$ cat config.mk
export PLATFORM = sky130hd
export DESIGN_NAME = alid_cell
export DESIGN_NICKNAME = d
export VERILOG_FILES = /design/src/rtl/core/alid_pkg.sv /design/src/rtl/core/alid_cell.sv
export SDC_FILE = /design/constraint.sdc
export NUM_CORES = 1
export LEC_CHECK = 0
export BUFFER_PORTS_ARGS = -buffer_cell sky130_fd_sc_hd__buf_2
export CAP_MARGIN = 20
export CORE_MARGIN = 4
export CORE_UTILIZATION = 45
export DETAILED_ROUTE_END_ITERATION = 6
export GPL_ROUTABILITY_DRIVEN = 0
export PLACE_DENSITY = 0.83
export SKIP_CTS_REPAIR_TIMING = 1
export SLEW_MARGIN = 20
export SYNTH_ARGS = -nofsm -noshare
export SYNTH_HDL_FRONTEND = slang
export SYNTH_SLANG_ARGS = --single-unit
$ cat constraint.sdc
create_clock -name clock -period 9.8 [get_ports clock]
set_clock_uncertainty 0.05 [all_clocks]
set_input_delay 0.49 -clock clock [delete_from_list [all_inputs] [get_ports clock]]
set_output_delay 0.49 -clock clock [all_outputs]
set_load 0.05 [all_outputs]
$ cat src/rtl/core/alid_pkg.sv
`timescale 1ns / 1ps
// Shared types and codes for the positional insert/delete list.
// No dependencies; used by the cells, the controller, the top level and the checker.
package alid_pkg;

   // Default list depth
   localparam int DEF_CAPACITY = 32;

   // Field widths fixed by the interface
   localparam int MODE_W   = 3;
   localparam int VALUE_W  = 32;
   localparam int POS_W    = 6;
   localparam int STATUS_W = 2;
   localparam int COUNT_W  = 6;

   // Request modes
   localparam logic [MODE_W-1:0] MODE_APPEND = 3'd0;
   localparam logic [MODE_W-1:0] MODE_INSERT = 3'd1;
   localparam logic [MODE_W-1:0] MODE_SORTED = 3'd2;
   localparam logic [MODE_W-1:0] MODE_REMOVE = 3'd3;
   localparam logic [MODE_W-1:0] MODE_READ   = 3'd4;

   // Result status codes
   localparam logic [STATUS_W-1:0] ST_OK     = 2'd0;
   localparam logic [STATUS_W-1:0] ST_FULL   = 2'd1;
   localparam logic [STATUS_W-1:0] ST_EMPTY  = 2'd2;
   localparam logic [STATUS_W-1:0] ST_BADPOS = 2'd3;

   // Operation broadcast to every cell of the row
   typedef enum logic [2:0] {
      CELL_HOLD      = 3'd0,
      CELL_INSERT    = 3'd1,
      CELL_DELETE    = 3'd2,
      CELL_BUB_START = 3'd3,
      CELL_BUB_STEP  = 3'd4,
      CELL_LOAD_BUS  = 3'd5,
      CELL_SHIFT_BUS = 3'd6
   } cell_op_type;

   typedef struct packed {
      cell_op_type              op;
      logic signed [VALUE_W-1:0] value;
   } cell_cmd_type;

endpackage

$ cat src/rtl/core/alid_cell.sv
`timescale 1ns / 1ps
// One list slot: holds an entry, a sorted-insert marker and a read-bus stage.
// Depends on alid_pkg.
module alid_cell #(
   parameter int INDEX = 0,
   parameter int IW    = 5
) (
   input  logic                                  clock,
   input  logic                                  reset,
   input  alid_pkg::cell_cmd_type                cmd,
   input  logic [IW-1:0]                         idx,
   input  logic signed [alid_pkg::VALUE_W-1:0]   left_entry,
   input  logic signed [alid_pkg::VALUE_W-1:0]   right_entry,
   input  logic signed [alid_pkg::VALUE_W-1:0]   right_bus,
   input  logic                                  right_swap,
   output logic signed [alid_pkg::VALUE_W-1:0]   entry,
   output logic signed [alid_pkg::VALUE_W-1:0]   bus,
   output logic                                  swap_out,
   output logic                                  stop
);
   import alid_pkg::*;

   localparam logic IS_FIRST = (INDEX == 0);

   logic signed [VALUE_W-1:0] entry_ff, entry_in;
   logic signed [VALUE_W-1:0] bus_ff, bus_in;
   logic                      mark_ff, mark_in;
   logic                      at_idx, above_idx, swap_req;

   // Position of this cell relative to the operation index
   assign at_idx    = (idx == IW'(INDEX));
   assign above_idx = (IW'(INDEX) > idx);

   // Marked cell moves the new value down while its left neighbor is not smaller
   assign swap_req = mark_ff && !IS_FIRST && !(left_entry < cmd.value);
   assign swap_out = (cmd.op == CELL_BUB_STEP) && swap_req;
   assign stop     = mark_ff && !swap_req;

   // Next entry, marker and bus values
   always_comb begin
      entry_in = entry_ff;
      bus_in   = bus_ff;
      mark_in  = mark_ff;
      unique case (cmd.op)
         CELL_HOLD: begin
         end
         CELL_INSERT: begin
            if (at_idx) begin
               entry_in = cmd.value;
            end else if (above_idx) begin
               entry_in = left_entry;
            end
         end
         CELL_DELETE: begin
            if (at_idx || above_idx) begin
               entry_in = right_entry;
            end
         end
         CELL_BUB_START: begin
            mark_in = at_idx;
            if (at_idx) begin
               entry_in = cmd.value;
            end
         end
         CELL_BUB_STEP: begin
            if (swap_req) begin
               entry_in = left_entry;
               mark_in  = 1'b0;
            end else if (right_swap) begin
               entry_in = cmd.value;
               mark_in  = 1'b1;
            end
         end
         CELL_LOAD_BUS: begin
            bus_in = entry_ff;
         end
         CELL_SHIFT_BUS: begin
            bus_in = right_bus;
         end
         default: begin
         end
      endcase
   end

   // Payload registers
   always_ff @(posedge clock) begin
      entry_ff <= entry_in;
      bus_ff   <= bus_in;
   end

   // Marker
   always_ff @(posedge clock) begin
      if (reset) begin
         mark_ff <= 1'b0;
      end else begin
         mark_ff <= mark_in;
      end
   end

   assign entry = entry_ff;
   assign bus   = bus_ff;

endmodule

Word level (Yosys, flattened, before mapping)

Cells that the tools add are included.

Register bits after elaboration: 65
Output and inout port bits: 66
Bits of input ports: 139

Multiplexer cells: 9
Reduce and logical (&&, ||, !) cells: 7
Equality and inequality tests: 10
Magnitude comparators: 1

Operators with widths:

| operator                                                                       | number |
|---|---|
| 32-bit two-way mux                                                             | 5 |
| 32-bit case mux with 4 select lines                                            | 1 |
| 32-bit case mux with 2 select lines                                            | 1 |
| 3-bit equality test, second input constant                                     | 3 |
| 3-bit by 2-bit equality test with 1-bit output, second input constant          | 2 |
| 2-bit inequality test, second input constant                                   | 3 |
| 1-bit by 5-bit greater-than comparator with 1-bit output, first input constant | 1 |
| 5-bit zero test                                                                | 1 |
| 5-bit AND reduction                                                            | 1 |
| 2-bit nonzero test                                                             | 2 |
| 4-bit nonzero test                                                             | 1 |
| 3-bit by 1-bit equality test with 1-bit output, second input constant          | 1 |
| 3-bit inequality test, second input constant                                   | 1 |
| 1-bit case mux with 2 select lines                                             | 1 |
| 2-bit AND reduction                                                            | 1 |
| 1-bit logical OR                                                               | 1 |
| 1-bit two-way mux                                                              | 1 |

Longest topological paths before layout

Word-level depth: 4
Depth in mapped cells: 5
Mapped depth without buffers: 3

Worst setup path before layout

Ideal clock, no wire load.

Path kind: input port to flip-flop
From: in idx[4]
To: reg entry_ff[0], in the netlist entry[0] (enable)
Data required time: 9.239 ns
Stages: 2
Path buffers: 0
Path slack: 4.977 ns
Arrival: 4.262 ns
Cells stage by stage: or3_4 > o41ai_1

Cells in the longest elaborated chain, start to end: 4
Elaborated cells between the ends (all ways): 7
Those cells by class: order compare (1); eq/ne (3); reduce/logical (3)

Ends and longest elaborated chain:

| item                                                                                               | line                             | source |
|---|---|---|
| start: declaration                                                                                 | alid_cell.sv:11                  | `input logic [IW-1:0] idx,` |
| 1-bit by 5-bit greater-than comparator with 1-bit output / 5-bit zero test (equally long branches) | alid_cell.sv:32, alid_cell.sv:31 |  |
| 1-bit logical OR                                                                                   | alid_cell.sv:55                  | `if (at_idx \|\| above_idx) begin` |
| 2-bit inequality test (no source line)                                                             | --                               |  |
| 5-bit AND reduction (no source line) *                                                             | --                               |  |
| end signal: assignment                                                                             | alid_cell.sv:87                  | `entry_ff <= entry_in;` |
| end: declaration                                                                                   | alid_cell.sv:25                  | `logic signed [VALUE_W-1:0] entry_ff, entry_in;` |

Mark *: on every way between the ends. The rest lies on a longest branch, timed or not.
A chain may end at the register's enable or synchronous reset.

Final worst setup path

From: in cmd[32] (netlist name)
To: reg entry_ff[23], in the netlist entry[23], data pin

Cells in the longest elaborated chain, start to end: 2
Elaborated cells between the ends (all ways): 5
Those cells by class: eq/ne (4); mux (1)

Ends and longest elaborated chain:

| item                                        | line            | source |
|---|---|---|
| start: declaration                          | alid_cell.sv:10 | `input alid_pkg::cell_cmd_type cmd,` |
| 3-bit equality test (tied with other cells) | alid_cell.sv:44 | `unique case (cmd.op)` |
| 32-bit case mux with 4 select lines *       | alid_cell.sv:44 |  |
| via entry_in[23]                            | alid_cell.sv:25 |  |

The timed path passes the listed nets; every way through them passes the cells marked *.

==> impl_metrics.tcl <==
set metrics [dict create \
    outcome "completed" \
    numPortBuffers 203 \
    synth_area_per_cell_um2 14.5 \
    ant_nets 0 \
    cts_sinks 65 \
    clock_power_share_pct 34.0 \
    io_pins 205 \
    start_util_pct 46.4 \
    min_path_type "input pin to flop" \
    via_per_inst 5.30 \
    setup.worst_path.start "cmd[32]" \
    sw_frac_of_total_pct 26.9 \
    grt-ovfl-total 0 \
    synthDistinctLibCells 28 \
    min_period_ns 2.70 \
    track_usage_pct 20.8 \
    clk_pin_slew_worst_paths_ns 0.07 \
    syn2layout_area_growth_pct 37.9 \
    nFillCells 580 \
    async_flop_share_pct 0 \
    drv_slew 0 \
    clockBufferDepth 2 \
    grt_pass1_wl_um 14100 \
    synth_seq_cells 65 \
    r2r-start "entry[1]" \
    die_height_um 94.5 \
    worst-setup-path-type "input pin to flop" \
    slew_headroom_pct 27.6 \
    worstPathArrival_ns 2.85 \
    dr.pass1.iters 4 \
    netlist_top_cells_area "edfxtp_1 57%, mux2i_1 9.5%, a221o_1 8.9%" \
    numCtsBuffers 9 \
    reg2reg_slack_ns 8.76 \
    dieWidth_um 94.5 \
    clock.fmax_ghz 0.371 \
    nNetsFinal 572 \
    p_switching_mw 0.192 \
    synth_flop_cell "edfxtp_1" \
    crit_path_start_kind "input pin" \
    drv_cap 0 \
    seqPwrFrac_pct 45.9 \
    setup_slack_ns 7.10 \
    root_buffer "clkbuf_8" \
    final_hold_viol_count 0 \
    cts_tree "yes" \
    irDropWorstVdd_v 0.0000757 \
    fp-row-count 31 \
    dpl.hpwl_um 7260 \
    reg2reg_depth 1 \
    endpoint "entry[23]" \
    syn_inst 232 \
    synth-edff-count 64 \
    wire_per_inst_um 17.8 \
    wirelength_um 9530 \
    powerDensity_nw_per_um2 154 \
    vias 2845 \
    antenna_found_initial 0 \
    netlist_area_um2 3370 \
    internal-power_mw 0.521 \
    p_comb_share_pct 20.2 \
    worstSkewPairLatency_ns 0.33 \
    crit_required_ns 9.95 \
    synth-seq-area-share_pct 57.7 \
    design_area_um2 4640 \
    dieArea_um2 8930 \
    grt_max_degree 38 \
    synth_top_area_share_pct 57.1 \
    setup_viol 0 \
    coreArea_um2 7250 \
    drt_iter0_markers 101 \
    antenna_cells 0 \
    drive_above_1_share_pct 58.9 \
    rsz0062_at_grt "false" \
    min_period_over_period_pct 27.5 \
    fin_setup_tns_ns 0 \
    htree_num_levels 3 \
    reg2reg_to "bus[1]" \
    power_leakage_nw 2.05 \
    dpl_worst_slack_ns 6.82 \
    p_total_mw 0.713 \
    tightest_slew_ns 1.09 \
    placedInstanceArea_um2 4430 \
    end_kind "flop" \
    synth_top_area_cell "edfxtp_1" \
    synth_nets 371 \
    cp_max_fo 37 \
    ys_warn_count 0 \
    drc_errors 0 \
    grt_pass1_vias 2962 \
]
==> metal layers <==
metal	vias up	share of wire, %	track usage, %
li1	1329	-	-
met1	1348	37	23.1
met2	160	52	38.0
met3	8	10	6.45
met4	0	1.1	6.49
met5	-	0	0
==> cells in the mapped netlist, types with 2 or more instances <==
cell type / instances
edfxtp_1: 64
nor2_1: 34
mux2i_1: 32
a221o_1: 30
mux2_2: 26
buf_2: 8
buf_6: 6
mux2_1: 6
clkbuf_1: 3
nand2b_1: 3
a221o_2: 2
nand3_1: 2
==> area by class of cell <==
type	instances	area, um^2	area share (%)
Clock buffer	10	128	2.75
Tap cell	99	124	2.67
Timing Repair Buffer	208	1050	22.7
Clock inverter	6	82.6	1.78
Sequential cell	65	1940	41.8
Inverter	1	3.75	0.0809
Multi-Input combinational cell	148	1310	28.2
==> power groups by stage <==
stage | clock network [mW] | logic [mW] | registers (mW)
6_report | 0.242 | 0.144 | 0.327
5_1_grt | 0.262 | 0.154 | 0.328
3_5_place_dp | 0 | 0.144 | 0.333
4_1_cts | 0.247 | 0.144 | 0.327
2_1_floorplan | 0 | 0.0557 | 0.372
3_3_place_gp | 0 | 0.139 | 0.333
==> per-stage QoR <==
step                      hold WS, ns  std cells  utilization, %
final                           0.259        537            64.0
after global routing            0.249        537            64.0
after CTS                       0.242        537            64.0
after detailed placement        0.476        521            61.1
after global placement          0.467        521            61.1
after floorplan                 0.512        232               -
==> state kept, by name (all words and copies together), names as in the netlist <==
| signal | flops |
|---|---|
| bus | 32 |
| entry | 32 |
| stop | 1 |
==> cell families (layout without fill, tap and decap cells) <==
family          Yosys count  in the layout  synth area share (%)
simple gates             45             45                  5.99
other cells               1              1                 0.111
flops                    65             65                  57.7
buf+inv                  19            225                  3.87
compound gates           37             37                  11.9
mux                      64             64                  20.2
xor+xnor                  1              1                 0.260
==> critical path, cell delays in order <==
cell and delay, ns:
buf_2 0.80, nor2_1 0.25, a221oi_4 0.71, buf_4 0.37, a221o_1 0.19
==> layout by cell type, fill, tap and decap left out, drive strengths merged <==
master,instances
clkbuf,10
nand3,2
conb,1
o21ai,1
a221o,32
a41oi,1
xor2,1
a221oi,1
or2,1
mux2i,32
buf,208
clkinv,4
and2b,1
o41ai,1
nand2b,3
or3,1
nand4,1
o32ai,1
inv,1
and2,1
edfxtp,64
nor3,1
dfxtp,1
mux2,32
nor2,34
bufinv,2
==> worst min path at each step <==
stage | startpoint | endpoint | slack, ns | cells after the start
after global routing | reset | stop | 0.25 | 2
after floorplan | reset | stop | 0.51 | 1
after global placement | stop | stop | 0.47 | 2
after detailed placement | stop | stop | 0.48 | 2
after CTS | reset | stop | 0.24 | 2
final | reset | stop | 0.26 | 2
Power figures use the tool's default switching activity.
