<file path="src/rtl/core/alid_pkg.sv">
`timescale 1ns / 1ps
// Shared types and codes for the positional insert/delete list.
// No dependencies; used by the cells, the controller, the top level and the checker.
package alid_pkg;

   // Default list depth
   localparam int DEF_CAPACITY = 32;

   // Field widths fixed by the interface
   localparam int MODE_W   = 3;
   localparam int VALUE_W  = 32;
   localparam int POS_W    = 6;
   localparam int STATUS_W = 2;
   localparam int COUNT_W  = 6;

   // Request modes
   localparam logic [MODE_W-1:0] MODE_APPEND = 3'd0;
   localparam logic [MODE_W-1:0] MODE_INSERT = 3'd1;
   localparam logic [MODE_W-1:0] MODE_SORTED = 3'd2;
   localparam logic [MODE_W-1:0] MODE_REMOVE = 3'd3;
   localparam logic [MODE_W-1:0] MODE_READ   = 3'd4;

   // Result status codes
   localparam logic [STATUS_W-1:0] ST_OK     = 2'd0;
   localparam logic [STATUS_W-1:0] ST_FULL   = 2'd1;
   localparam logic [STATUS_W-1:0] ST_EMPTY  = 2'd2;
   localparam logic [STATUS_W-1:0] ST_BADPOS = 2'd3;

   // Operation broadcast to every cell of the row
   typedef enum logic [2:0] {
      CELL_HOLD      = 3'd0,
      CELL_INSERT    = 3'd1,
      CELL_DELETE    = 3'd2,
      CELL_BUB_START = 3'd3,
      CELL_BUB_STEP  = 3'd4,
      CELL_LOAD_BUS  = 3'd5,
      CELL_SHIFT_BUS = 3'd6
   } cell_op_type;

   typedef struct packed {
      cell_op_type              op;
      logic signed [VALUE_W-1:0] value;
   } cell_cmd_type;

endpackage

</file>
<file path="src/rtl/core/alid_ctrl.sv">
`timescale 1ns / 1ps
// Controller: decodes request beats, tracks the element count, drives the
// cell row and registers the response beat. Depends on alid_pkg.
module alid_ctrl #(
   parameter int CAPACITY = alid_pkg::DEF_CAPACITY,
   parameter int IW       = $clog2(CAPACITY)
) (
   input  logic                                  clock,
   input  logic                                  reset,
   input  logic                                  req_valid,
   output logic                                  req_ready,
   input  logic [alid_pkg::MODE_W-1:0]           req_mode,
   input  logic signed [alid_pkg::VALUE_W-1:0]   req_value,
   input  logic [alid_pkg::POS_W-1:0]            req_position,
   output logic                                  rsp_valid,
   input  logic                                  rsp_ready,
   output logic [alid_pkg::STATUS_W-1:0]         rsp_status,
   output logic signed [alid_pkg::VALUE_W-1:0]   rsp_read_value,
   output logic [alid_pkg::COUNT_W-1:0]          rsp_count,
   output logic                                  rsp_is_empty,
   output logic                                  rsp_is_full,
   output alid_pkg::cell_cmd_type                cell_cmd,
   output logic [IW-1:0]                         cell_idx,
   input  logic                                  sort_done,
   input  logic signed [alid_pkg::VALUE_W-1:0]   bus_head
);
   import alid_pkg::*;

   localparam int CW = $clog2(CAPACITY + 1);
   localparam int RW = (CW > COUNT_W) ? CW : COUNT_W;
   localparam int PW = ((CW > POS_W) ? CW : POS_W) + 1;

   typedef enum logic [2:0] {
      S_IDLE = 3'b001,
      S_SORT = 3'b010,
      S_READ = 3'b100
   } state_type;

   state_type                 state_ff, state_in;
   logic [CW-1:0]             count_ff, count_in;
   logic signed [VALUE_W-1:0] value_ff, value_in;
   logic [IW-1:0]             steps_ff, steps_in;
   logic                      rsp_valid_ff, rsp_valid_in;
   logic [STATUS_W-1:0]       rsp_status_ff, status_in;
   logic signed [VALUE_W-1:0] rsp_value_ff, rd_in;
   logic [COUNT_W-1:0]        rsp_count_ff;
   logic                      rsp_empty_ff, rsp_full_ff;
   logic                      finish, accept, full;
   logic                      ins_bad, idx_bad;
   logic [PW-1:0]             pos_w, cnt_w;
   logic [IW-1:0]             pos_idx, cnt_idx;
   logic [RW-1:0]             cnt_ext;

   // Take a beat when idle and the response register is free or draining
   assign req_ready = (state_ff == S_IDLE) && (!rsp_valid_ff || rsp_ready);
   assign accept    = req_valid && req_ready;

   // Range checks on the requested position
   assign full    = (count_ff == CW'(CAPACITY));
   assign pos_w   = PW'(req_position);
   assign cnt_w   = PW'(count_ff);
   assign ins_bad = (req_position == '0) || (pos_w > cnt_w + PW'(1));
   assign idx_bad = (req_position == '0) || (pos_w > cnt_w);
   assign pos_idx = IW'(req_position - POS_W'(1));
   assign cnt_idx = IW'(count_ff);

   // Operation decode and sequencing
   always_comb begin
      state_in       = state_ff;
      count_in       = count_ff;
      value_in       = value_ff;
      steps_in       = steps_ff;
      finish         = 1'b0;
      status_in      = ST_OK;
      rd_in          = '0;
      cell_cmd.op    = CELL_HOLD;
      cell_cmd.value = (state_ff == S_IDLE) ? req_value : value_ff;
      cell_idx       = '0;
      unique case (state_ff)
         S_IDLE: begin
            if (accept) begin
               case (req_mode)
                  MODE_APPEND: begin
                     finish = 1'b1;
                     if (full) begin
                        status_in = ST_FULL;
                     end else begin
                        cell_cmd.op = CELL_INSERT;
                        cell_idx    = cnt_idx;
                        count_in    = count_ff + CW'(1);
                     end
                  end
                  MODE_INSERT: begin
                     finish = 1'b1;
                     if (full) begin
                        status_in = ST_FULL;
                     end else if (ins_bad) begin
                        status_in = ST_BADPOS;
                     end else begin
                        cell_cmd.op = CELL_INSERT;
                        cell_idx    = pos_idx;
                        count_in    = count_ff + CW'(1);
                     end
                  end
                  MODE_SORTED: begin
                     if (full) begin
                        finish    = 1'b1;
                        status_in = ST_FULL;
                     end else begin
                        cell_cmd.op = CELL_BUB_START;
                        cell_idx    = cnt_idx;
                        count_in    = count_ff + CW'(1);
                        value_in    = req_value;
                        state_in    = S_SORT;
                     end
                  end
                  MODE_REMOVE: begin
                     finish = 1'b1;
                     if (count_ff == '0) begin
                        status_in = ST_EMPTY;
                     end else if (idx_bad) begin
                        status_in = ST_BADPOS;
                     end else begin
                        cell_cmd.op = CELL_DELETE;
                        cell_idx    = pos_idx;
                        count_in    = count_ff - CW'(1);
                     end
                  end
                  MODE_READ: begin
                     if (idx_bad) begin
                        finish    = 1'b1;
                        status_in = ST_BADPOS;
                     end else begin
                        cell_cmd.op = CELL_LOAD_BUS;
                        steps_in    = pos_idx;
                        state_in    = S_READ;
                     end
                  end
                  default: begin
                     finish    = 1'b1;
                     status_in = ST_BADPOS;
                  end
               endcase
            end
         end
         S_SORT: begin
            // Marker walks down one cell per cycle until it settles
            cell_cmd.op = CELL_BUB_STEP;
            if (sort_done) begin
               finish   = 1'b1;
               state_in = S_IDLE;
            end
         end
         S_READ: begin
            // Bus shifts toward cell 0 until the wanted entry reaches it
            if (steps_ff == '0) begin
               finish   = 1'b1;
               rd_in    = bus_head;
               state_in = S_IDLE;
            end else begin
               cell_cmd.op = CELL_SHIFT_BUS;
               steps_in    = steps_ff - IW'(1);
            end
         end
         default: begin
            state_in = S_IDLE;
         end
      endcase
   end

   assign cnt_ext      = RW'(count_in);
   assign rsp_valid_in = finish || (rsp_valid_ff && !rsp_ready);

   // Control state
   always_ff @(posedge clock) begin
      if (reset) begin
         state_ff     <= S_IDLE;
         count_ff     <= '0;
         rsp_valid_ff <= 1'b0;
      end else begin
         state_ff     <= state_in;
         count_ff     <= count_in;
         rsp_valid_ff <= rsp_valid_in;
      end
   end

   // Working registers and response payload
   always_ff @(posedge clock) begin
      value_ff <= value_in;
      steps_ff <= steps_in;
      if (finish) begin
         rsp_status_ff <= status_in;
         rsp_value_ff  <= rd_in;
         rsp_count_ff  <= cnt_ext[COUNT_W-1:0];
         rsp_empty_ff  <= (count_in == '0);
         rsp_full_ff   <= (count_in == CW'(CAPACITY));
      end
   end

   assign rsp_valid      = rsp_valid_ff;
   assign rsp_status     = rsp_status_ff;
   assign rsp_read_value = rsp_value_ff;
   assign rsp_count      = rsp_count_ff;
   assign rsp_is_empty   = rsp_empty_ff;
   assign rsp_is_full    = rsp_full_ff;

endmodule

</file>
<file path="config.mk">
export PLATFORM = sky130hd
export DESIGN_NAME = alid_ctrl
export DESIGN_NICKNAME = d
export VERILOG_FILES = /design/src/rtl/core/alid_pkg.sv /design/src/rtl/core/alid_ctrl.sv
export SDC_FILE = /design/constraint.sdc
export NUM_CORES = 1
export LEC_CHECK = 0
export ABC_CLOCK_PERIOD_IN_PS = 5600
export BUFFER_PORTS_ARGS = -buffer_cell sky130_fd_sc_hd__buf_2
export CORE_UTILIZATION = 40
export DETAILED_ROUTE_END_ITERATION = 10
export PLACE_DENSITY = 0.66
export SYNTH_ARGS = -nofsm -noshare
export SYNTH_HDL_FRONTEND = slang
export SYNTH_SLANG_ARGS = --single-unit
</file>
<file path="constraint.sdc">
create_clock -name clock -period 5.6 [get_ports clock]
set_input_delay 1.12 -clock clock [delete_from_list [all_inputs] [get_ports clock]]
set_output_delay 1.12 -clock clock [all_outputs]
set_load 0.01 [all_outputs]
</file>
# Yosys cells after proc, flatten, opt, wreduce, memory -nomap -nowiden
# Index checks and enable logic that the tools add are counted.
# Widths: inputs -> output; s select.
[classes]
n_div = 0
add_sub_neg = 5
mux = 53
n_mul = 0
n_lt_le_gt_ge = 2
shifts = 0
bitwise = 1
n_reduce_logical = 21
eq_ne = 18
[ops]
columns = ["operator", "n"]
rows = [
  ["$mux 5", 11],
  ["$mux 6", 7],
  ["$mux 32", 1],
  ["$mux 3", 8],
  ["$logic_not 6->1", 3],
  ["$pmux 3 s3", 2],
  ["$pmux 6 s3", 1],
  ["$pmux 3 s5", 1],
  ["$pmux 5 s3", 1],
  ["$mux 2", 7],
  ["$eq 6x6->1 const B", 2],
  ["$ne 2x2->1 const B", 5],
  ["$pmux 5 s2", 1],
  ["$sub 5x1->5 const B", 2],
  ["$eq 3x2->1 const B", 3],
  ["$mux 1", 9],
  ["$pmux 2 s4", 1],
  ["$add 6x1->7 const B", 1],
  ["$gt 6x7->1", 1],
  ["$add 6x1->6 const B", 1],
  ["$eq 3x1->1 const B", 2],
  ["$eq 3x3->1 const B", 2],
  ["$gt 6x6->1", 1],
  ["$ne 3x3->1 const B", 2],
  ["18 further kinds", 25],
]
[totals]
n_memories = 0
ff_bits = 89
out_inout_bits = 84
latchBits = 0
word_cells = 110
ramBits = 0
mem_bits_ro = 0
input_bits = 78

# Depth between registers and ports, before layout
# Gate-level depths: netlist of run 1.
[logic_depth]
depth_word = 9
mapped_depth = 14

# Least setup slack after synthesis of run 1
# No wires, ideal clock.
[synth_timing]
path_type = "input to output"
startpoint = "input req_position[5] (netlist name)"
endpoint = "output cell_idx[2]"
path_buffers = 0
stages = 9
path_slack_ns = 1.847
arrival_time_ns = 2.633
cell_sequence = "ha_1 and4_1 o21ai_1 a32o_2 nand2_1 nor2_1 a31oi_1 nand2b_1 a21oi_1"
[synth_via]
elab_chain_cells = 7
[synth_rtl]
columns = ["item", "line", "text"]
rows = [
  ["start: declaration", "alid_ctrl.sv:14", "input logic [alid_pkg::POS_W-1:0] req_position,"],
  ["$gt 6x7->1, or another cell as far along", "alid_ctrl.sv:62", "assign ins_bad = (req_position == '0) || (pos_w > cnt_w + PW'(1));"],
  ["$logic_or 1x1->1 (on tied branches)", "alid_ctrl.sv:62, alid_ctrl.sv:63", ""],
  ["$mux 5 (on tied branches)", "alid_ctrl.sv:97, alid_ctrl.sv:121", ""],
  ["$mux 5 (on tied branches)", "alid_ctrl.sv:95, alid_ctrl.sv:119", ""],
  ["$pmux 5 s3 *", "alid_ctrl.sv:82", "case (req_mode)"],
  ["$mux 5 *", "alid_ctrl.sv:81", "if (accept) begin"],
  ["$mux 5 *", "alid_ctrl.sv:79", "unique case (state_ff)"],
  ["end: declaration", "alid_ctrl.sv:23", "output logic [IW-1:0] cell_idx,"],
]
# Mark *: on every way between the ends. The rest lies on a longest branch, timed or not.

# Worst setup path in the final report of run 1
[layout_timing]
startpoint = "register count_ff[2]"
endpoint = "output cell_idx[4]"
[layout_via]
elab_chain_cells = 8
[layout_rtl]
columns = ["item", "line", "text"]
rows = [
  ["start: declaration", "alid_ctrl.sv:40", "logic [CW-1:0] count_ff, count_in;"],
  ["start signal: assignment", "alid_ctrl.sv:182", "count_ff <= count_in;"],
  ["$add 6x1->7", "alid_ctrl.sv:62", ""],
  ["$gt 6x7->1", "alid_ctrl.sv:62", ""],
  ["$logic_or 1x1->1", "alid_ctrl.sv:62", ""],
  ["$mux 5", "alid_ctrl.sv:97", "end else if (ins_bad) begin"],
  ["$mux 5", "alid_ctrl.sv:95", "if (full) begin"],
  ["$pmux 5 s3 *", "alid_ctrl.sv:82", ""],
  ["$mux 5 *", "alid_ctrl.sv:81", ""],
  ["$mux 5 *", "alid_ctrl.sv:79", ""],
]
# Marks and branches as above.

==> impl_summary.md, run 1 <==
Cells and area
The synthesis-to-layout area growth is 26.95%. The area of the multi-input gates is 0.002009 mm^2. The repair_antennas step left the layout with diodes totalling 0. In the final design database the tool counted 654 nets. The top cell types in the final layout, fill and taps aside, are buf_2 (161), edfxtp_1 (79), and2_1 (37), mux2_2 (32), nor2_1 (25). The final design utilization is 0.5217. The share of post-route cells with drive strength above 1 is 0.4021. After filler insertion, the fill cell instance count of the layout stands at 1006.

The most common cell after layout, fill and taps aside is buf_2. The storage element area is 0.002572 mm^2.

Timing
For the final database, setup skew stands at 0.01011 ns. The final count of hold timing violations is 0. Derived from the worst setup path, the maximum achievable clock frequency is 219.7 MHz. The number of pins with negative max-slew slack in the final report came to 0. Setup repair after global routing left no endpoint under its margin. The headroom to the max-slew limit is 0.5769.

The time the worst path needs with I/O delays and setup is 4.552 ns. The final clock period utilization by the worst path is 0.8128. The final setup violation count is 0. The worst hold slack is 0.5672 ns.

At the pin with the least slew margin, the transition time is 0.6318 ns. The final-layout setup total negative slack is 0 ns.

Floorplan
The count of boundary I/O pins is 162. The floorplan die height is 110.5 um. The width of the chip is 110.5 um. The initialized floorplan defines 39 standard-cell rows.

After floorplanning, the core was sized to cover 0.01147 mm^2. For this configuration, the core starts out at a cell density of 0.4109. The die outline area is 0.01222 mm^2.

Synthesis
The sequential cell area fraction in the yosys report is 0.5459. The mean cell area of the mapped netlist is 11.87 um^2. Counting every instance in the synthesized netlist gives 397. The count of flip-flops with a built-in enable after synthesis is 79. The biggest area consumer among synthesized cells is edfxtp_1. The synthesized design contains 89 register bits. Among all flip-flop cells after synthesis, the most frequent one is edfxtp_1. Counting flops with an async set or reset pin after synthesis yields a share of 0. For this run, the number of Yosys warnings is 0. In this run, distinct cell masters in the synthesized netlist total 58. The net count of the mapped netlist is 494. Of the post-synthesis cell area, the dominant cell type holds 0.5035. The post-synth design cell area is 0.004712 mm^2. Yosys attributes the largest share of cell area to edfxtp_1 (50%), mux2_2 (7.6%), ha_1 (5.0%).

Critical path
The critical path start-end classification is register to output pin. The data required time of the critical path is 4.48 ns. STA classifies the critical path startpoint as a register. Along the worst path, the maximum fanout reaches 11. Data arrives at the worst endpoint at 3.43 ns. The worst setup path is captured at an output pin.

Route
The pre-antenna-repair detailed-routing pass consisted of 5 iterations. For this run, design rule violations remaining after detail routing come to 0. The final layout contains routed wiring with a total length of 11.81 mm.

The remaining antenna violation count after routing is 0. The routed length on met2 is 5.358 mm. The highest signal layer in the routed design is met4.

The detailed-routed wire length on met3 is 896 um. The vias per cell is 5.450. The routed wire length per instance is 16.75 um. Detailed routing inserted a total of 3842 vias. The met1 layer wirelength in the final routing is 5.150 mm. The number of DRC markers in iteration 0 is 269.

Clock tree
The quantity of gates resized following cts is 0. The number of buffers added to fix hold violations after cts is 0. The maximum buffer depth of the clock tree is 2. The number of setup buffers added after CTS is 0.

In this run, CTS created clock tree buffers numbering 9. The TritonCTS clock tree is built. The source-to-sink clock delay at the later pin of the worst-skew pair is 0.33 ns.

Clock-pin slew was measured on the worst setup and hold paths at 0.06 ns. The tree is rooted in a clkbuf_16. The H-tree was split into 3 levels.

The total number of clock tree sinks is 89.

Global routing
For this run, the total global-route usage over all layers was measured as 0.1983. Entering global routing, the biggest net connects 43 pins. The sum of overflow across all layers after global routing is 0.

The initial antenna violation count is 0. The via count of the first global-routing pass is 3687. The first global-routing pass estimated 19.21 mm of wire.

Place
The estimated wirelength of the detail-placed design is 8.884 mm. The routability congestion estimate from global placement is 1.026. The port buffer count is 161.

Power and ir drop
For this design the ratio of total power to cell area is 304.0 mW/mm^2. The leakage component of the power is 0.002491 uW. The final total power is 1818 uW. IR analysis of the VDD net gives a maximum drop of 0.0001856 V.

Run status
The run finished with clean final reports.

Hold path
The path class of the tightest hold or removal check is register to register.

Job
The tool flagged a number of max-cap violations equal to 0.
cell usage after synthesis (2+ instances only):
library cell / count
nand3b_1: 2
mux2i_1: 3
a21oi_1: 14
o22a_1: 2
and3_1: 5
xnor2_1: 7
mux2_2: 32
o21ai_0: 15
clkbuf_1: 7
edfxtp_1: 79
nor2_1: 25
nand3_1: 13
xor2_1: 2
nand2b_1: 7
buf_2: 2
a31oi_1: 12
o31ai_1: 2
nand4_1: 3
or3b_2: 2
buf_4: 2
a211oi_1: 3
inv_1: 15
o22ai_1: 2
nor3_1: 8
dfxtp_1: 10
nor2b_1: 5
and2_1: 37
nand2_1: 18
nor3b_2: 3
ha_1: 19
nor3b_1: 3
a2bb2oi_1: 5
or3_1: 2
buf_1: 4
a21o_1: 2
nor4b_1: 2
o311a_1: 2
sequential cells by signal (all words and copies together) (netlist names):
register / cells
rsp_status: 2
count_ff: 6
rsp_count: 6
rsp_valid: 1
rsp_is_empty: 1
rsp_read_value: 32
value_ff: 32
rsp_is_full: 1
steps_ff: 5
state_ff: 3
kinds of logic after synthesis:
family,count (synthesis),synth area share
flip-flops,89,0.5459
XOR/XNOR,9,0.01673
multiplexers,35,0.08285
buffers and inverters,33,0.03027
adder cells (fa/ha/maj),19,0.05045
AND/OR/NAND/NOR,140,0.1694
AO/OA/AOI/OAI,72,0.1044
worst paths after layout:
path | from | to | slack [ns] | cells after the start
worst min-delay path | state_ff[0]$_SDFFE_PP1P_ | state_ff[0]$_SDFFE_PP1P_ | 0.57 | 1
worst max-delay path | count_ff[2]$_SDFF_PP0_ | cell_idx[4] | 1.05 | 12
worst max register to register | count_ff[2]$_SDFF_PP0_ | rsp_is_empty$_DFFE_PP_ | 1.84 | 12
worst min register to register | state_ff[0]$_SDFFE_PP1P_ | state_ff[0]$_SDFFE_PP1P_ | 0.57 | 1
layout make-up:
class / instances / area share
multi-input cells: 275 / 0.3359
inverters: 16 / 0.01004
clock inverters: 7 / 0.01548
well taps: 143 / 0.02991
clock buffers: 9 / 0.03765
flip-flops and latches: 89 / 0.4300
repair buffers: 166 / 0.1410
critical path, stage by stage (launching register included):
cell and delay (ns):
dfxtp_1 0.60, and3_1 0.35, nand3_1 0.13, xnor2_1 0.19
ha_1 0.34, nand3_1 0.11, a21oi_1 0.25, o21ai_4 0.14
and2_1 0.21, a31oi_1 0.38, a2bb2oi_1 0.21, nor2_1 0.05
buf_2 0.16
per-layer routing:
layer,track usage,vias to the layer above
met2,0.3031,225
li1,-,1799
met5,0,-
met4,0.09600,0
met3,0.04281,34
met1,0.2668,1784
stage by stage:
step | cell area, um^2 | worst slack [ns] | std cells
after floorplan | 4712 | 1.847 | 397
after global placement | 5664 | 1.379 | 689
after detailed placement | 5664 | 1.345 | 689
after CTS | 5982 | 1.078 | 705
after global routing | 5982 | 0.7676 | 705
final | 5982 | 1.048 | 705
where the power goes:
part / internal, uW / switching (uW) / total [uW]
Clock: 391 / 246 / 637
Combinational: 168 / 216 / 384
Sequential: 780 / 17.6 / 797
(Power assumes the default switching activity.)
==> run 2, diff against run 1 <==
--- a/config.mk
+++ b/config.mk
@@ -5,11 +5,11 @@
 export SDC_FILE = /design/constraint.sdc
 export NUM_CORES = 1
 export LEC_CHECK = 0
-export ABC_CLOCK_PERIOD_IN_PS = 5600
+export ABC_CLOCK_PERIOD_IN_PS = 3700
 export BUFFER_PORTS_ARGS = -buffer_cell sky130_fd_sc_hd__buf_2
 export CORE_UTILIZATION = 40
 export DETAILED_ROUTE_END_ITERATION = 10
-export PLACE_DENSITY = 0.66
+export PLACE_DENSITY = 0.69
 export SYNTH_ARGS = -nofsm -noshare
 export SYNTH_HDL_FRONTEND = slang
 export SYNTH_SLANG_ARGS = --single-unit
==> constraint.sdc (replaced) <==
create_clock -name clock -period 3.7 [get_ports clock]
set_input_delay 0.74 -clock clock [delete_from_list [all_inputs] [get_ports clock]]
set_output_delay 0.74 -clock clock [all_outputs]
set_load 0.01 [all_outputs]
==> run 2 against run 1 <==
Compared with the run above: critical path depth stayed put; die area stayed put; largest power group unchanged; clock skew is 0.0045 ns lower; worst hold slack worse by 0.0045 ns; via count stayed put; wire length is 3.4% higher; final area is 2.8% higher.
==> impl_summary.md, run 2 (synthesis gave the netlist of run 1 again) <==
Floorplan
The core area came to 0.01147 mm^2 (unchanged). The initial core utilization was 0.4109 (unchanged). The number of placement rows is 39 (unchanged).

The floorplan die height was 110.5 um (unchanged). The die outline area is 0.01222 mm^2 (unchanged). The count of boundary I/O pins is 162 (unchanged). The width of the chip is 110.5 um (unchanged).

Route
The number of DRC markers in iteration 0 is 222 (-17%). The number of search-and-repair iterations in the first detailed-routing pass is 5 (unchanged). The DRC violation count after routing was 0 (unchanged). The routed wire length per instance is 17.00 um (+1.5%). The remaining antenna violation count after routing came to 0 (unchanged). The number of vias after detailed routing is 3842 (unchanged). The sum of routed wire length over all layers came to 12.21 mm (+3.4%).

The vias per cell is 5.351 (-1.8%).

Global routing
The overall global routing resource usage is 0.1985 (+0.0002114). The sum of overflow across all layers after global routing is 0 (unchanged). The initial antenna violation count is 0 (unchanged). The via count of the first global-routing pass came to 3695 (+0.22%). The largest net degree at the start of global routing was 43 (unchanged). The first-pass GRT wire length is 19.08 mm (-0.68%).

Power and ir drop
The final total power was 2719 uW (+50%). The largest voltage drop on the vdd net is 0.0002899 V (+56%). The fraction of power consumed by the clock network is 0.333 (-0.017). The internal power summed over all cells is 1980 uW (+48%). The power per standard cell area is 442.4 mW/mm^2 (+46%). The switching part of the total is 0.2718 (+0.008105). The switching component of the power is 739.1 uW (+54%). The share of total power in combinational logic is 0.225 (+0.014). The share of total power in sequential cells is 0.443 (+0.004).

The leakage component of the power is 0.002552 uW (+2.5%).

Run status
The flow ran to the end, and the final reports show no timing, DRC or antenna violations.

Timing
Setup repair after global routing left no endpoint under its margin. The worst hold slack is 0.5627 ns (-0.004468 ns). The headroom to the max-slew limit is 0.5618 (-0.01512). The transition time at the pin with the least slew margin came to 0.6544 ns (+0.02259 ns). Static timing analysis puts the maximum clock frequency at 280.0 MHz. The final clock period utilization by the worst path is 0.9653. The final setup skew was 0.005641 ns (-0.004468 ns). The final setup violation count came to 0 (unchanged). The number of pins with negative max-slew slack in the final report is 0 (unchanged). The smallest clock period supported by the final layout is computed as 3.572 ns. The final-layout setup total negative slack is 0 ns (unchanged).

The final count of hold timing violations was 0 (unchanged).

Critical path
The maximum single-stage delay on the critical path is 0.39 ns (-0.21 ns). The critical path start-end classification is register to output pin. For this design, the slowest cell found on the critical path is dfxtp_4. The critical path data arrival time came to 2.83 ns (-0.60 ns).

Walking the worst path, the cells encountered are and3_4 > nand3_1 > xnor2_2 > ha_1 > nand3_1 > o22a_1 > o21ai_4 > and2_4 > a31oi_4 > a2bb2oi_1 > nor2_1 > buf_2. The depth of the worst register-to-register path was 13 (+1). The biggest fanout along the worst timing path is 6 (-5).

By instance count, the cell type seen most on the critical path is nand3_1. The endpoint type of the worst setup path is an output pin. The nature of the critical path startpoint is a register. The data required time of the critical path came to 2.96 ns (-1.52 ns).

Clock tree
The clock-pin slew reported for the worst setup and hold paths after clock tree synthesis is 0.07 ns (about the same). The maximum buffer depth of the clock tree is 2 (unchanged). The number of levels in the clock H-tree was 3 (unchanged). The number of buffers created by CTS is 9 (unchanged). The total number of clock tree sinks is 89 (unchanged). TritonCTS built the clock tree. The number of buffers added to fix hold violations after cts is 0 (unchanged). CTS placed an instance of clkbuf_16 at the clock tree root.

The source-to-sink clock delay at the later pin of the worst-skew pair is 0.33 ns (about the same).

Cells and area
The final net count is 667 (+2.0%). In the layout the commonest cells are buf_2 (161), edfxtp_1 (79), and2_1 (36), mux2_2 (32), nor2_1 (24). The total of fill cells in the finished design is 1016 (+0.99%). Leaving out fill and tap cells, the most frequent cell in the layout is buf_2. The synthesis-to-layout area growth is 30.46%. The number of diodes is 0 (unchanged). The share of post-route cells with drive strength above 1 came to 0.4365 (+0.03439).

Place
The estimated wirelength of the detail-placed design is 9.052 mm (+1.9%). The routability congestion estimate from global placement is 0.9435 (-8.0%). The port buffer count is 161 (unchanged).

Hold path
The worst hold path belongs to the class register to register. The number of instances on the worst hold path is 1 (unchanged).

Job
The number of max-capacitance violations reported is 0 (unchanged).
## run 2: cell count changes in the layout (fill, tap and decap cells not counted), sizes merged
| cell | previous run | this run |
|---|---|---|
| buf | 166 | 179 |
| bufinv | 2 | 1 |
| clkbuf | 9 | 10 |
| clkinvlp | 1 | 2 |
| inv | 18 | 17 |
## run 2: final timing paths
check,start,to,slack [ns]
worst min register to register,state_ff[0]$_SDFFE_PP1P_,state_ff[0]$_SDFFE_PP1P_,0.56
worst min-delay path,state_ff[0]$_SDFFE_PP1P_,state_ff[0]$_SDFFE_PP1P_,0.56
worst max-delay path,count_ff[0]$_SDFF_PP0_,cell_idx[1],0.13
worst max register to register,count_ff[0]$_SDFF_PP0_,rsp_is_full$_DFFE_PP_,0.41
## run 2: power groups by stage
stage / logic, uW / registers (uW) / clock network (uW)
floorplan: 319 / 1260 / 0
global placement: 595 / 1220 / 0
detailed placement: 600 / 1220 / 0
CTS: 608 / 1200 / 929
global route: 661 / 1210 / 968
finish: 611 / 1200 / 905
## run 2: critical path: cells and delay by family, from the launching register on
kind / cells / cell delay (ns)
buffers and inverters: 1 / 0.16
adder cells (fa/ha/maj): 1 / 0.33
AND/OR/NAND/NOR: 5 / 0.74
XOR/XNOR: 1 / 0.18
AO/OA/AOI/OAI: 4 / 0.70
flip-flops: 1 / 0.39
## run 2: repair_timing
action                                  in CTS  in global routing
setup buffers                                0                  2
endpoints found under the setup margin       6                  7
gates resized for setup                      9                 10
pin swaps                                    0                  3
## run 2: layout make-up
type / count / area (um^2) / area share
Sequential cell: 89 / 2580 / 0.4197
Multi-Input combinational cell: 275 / 2079 / 0.3383
Timing Repair Buffer: 179 / 953.4 / 0.1551
Clock buffer: 10 / 229.0 / 0.03725
Tap cell: 143 / 178.9 / 0.02911
Clock inverter: 6 / 66.31 / 0.01079
Inverter: 16 / 60.06 / 0.009770
## run 2: per-layer routing
layer  share of wire  track usage  vias to the layer above  wire [um]
li1                -            -                     1818          -
met1            0.43       0.2574                     1798       5305
met2            0.47       0.3205                      200       5767
met3           0.071      0.05104                       26        862
met4           0.022      0.07111                        0        272
met5               0            0                        -          0
## run 2: through the flow
stage / instance area [um^2] / worst slack [ns] / util / std cells
5_1_grt: 6147 / 0.0008658 / 0.5361 / 718
3_5_place_dp: 5759 / 0.1320 / 0.5022 / 700
6_report: 6147 / 0.1282 / 0.5361 / 718
3_3_place_gp: 5759 / 0.2317 / 0.5022 / 700
2_1_floorplan: 4712 / 0.3768 / - / 397
4_1_cts: 6095 / 0.006098 / 0.5315 / 716
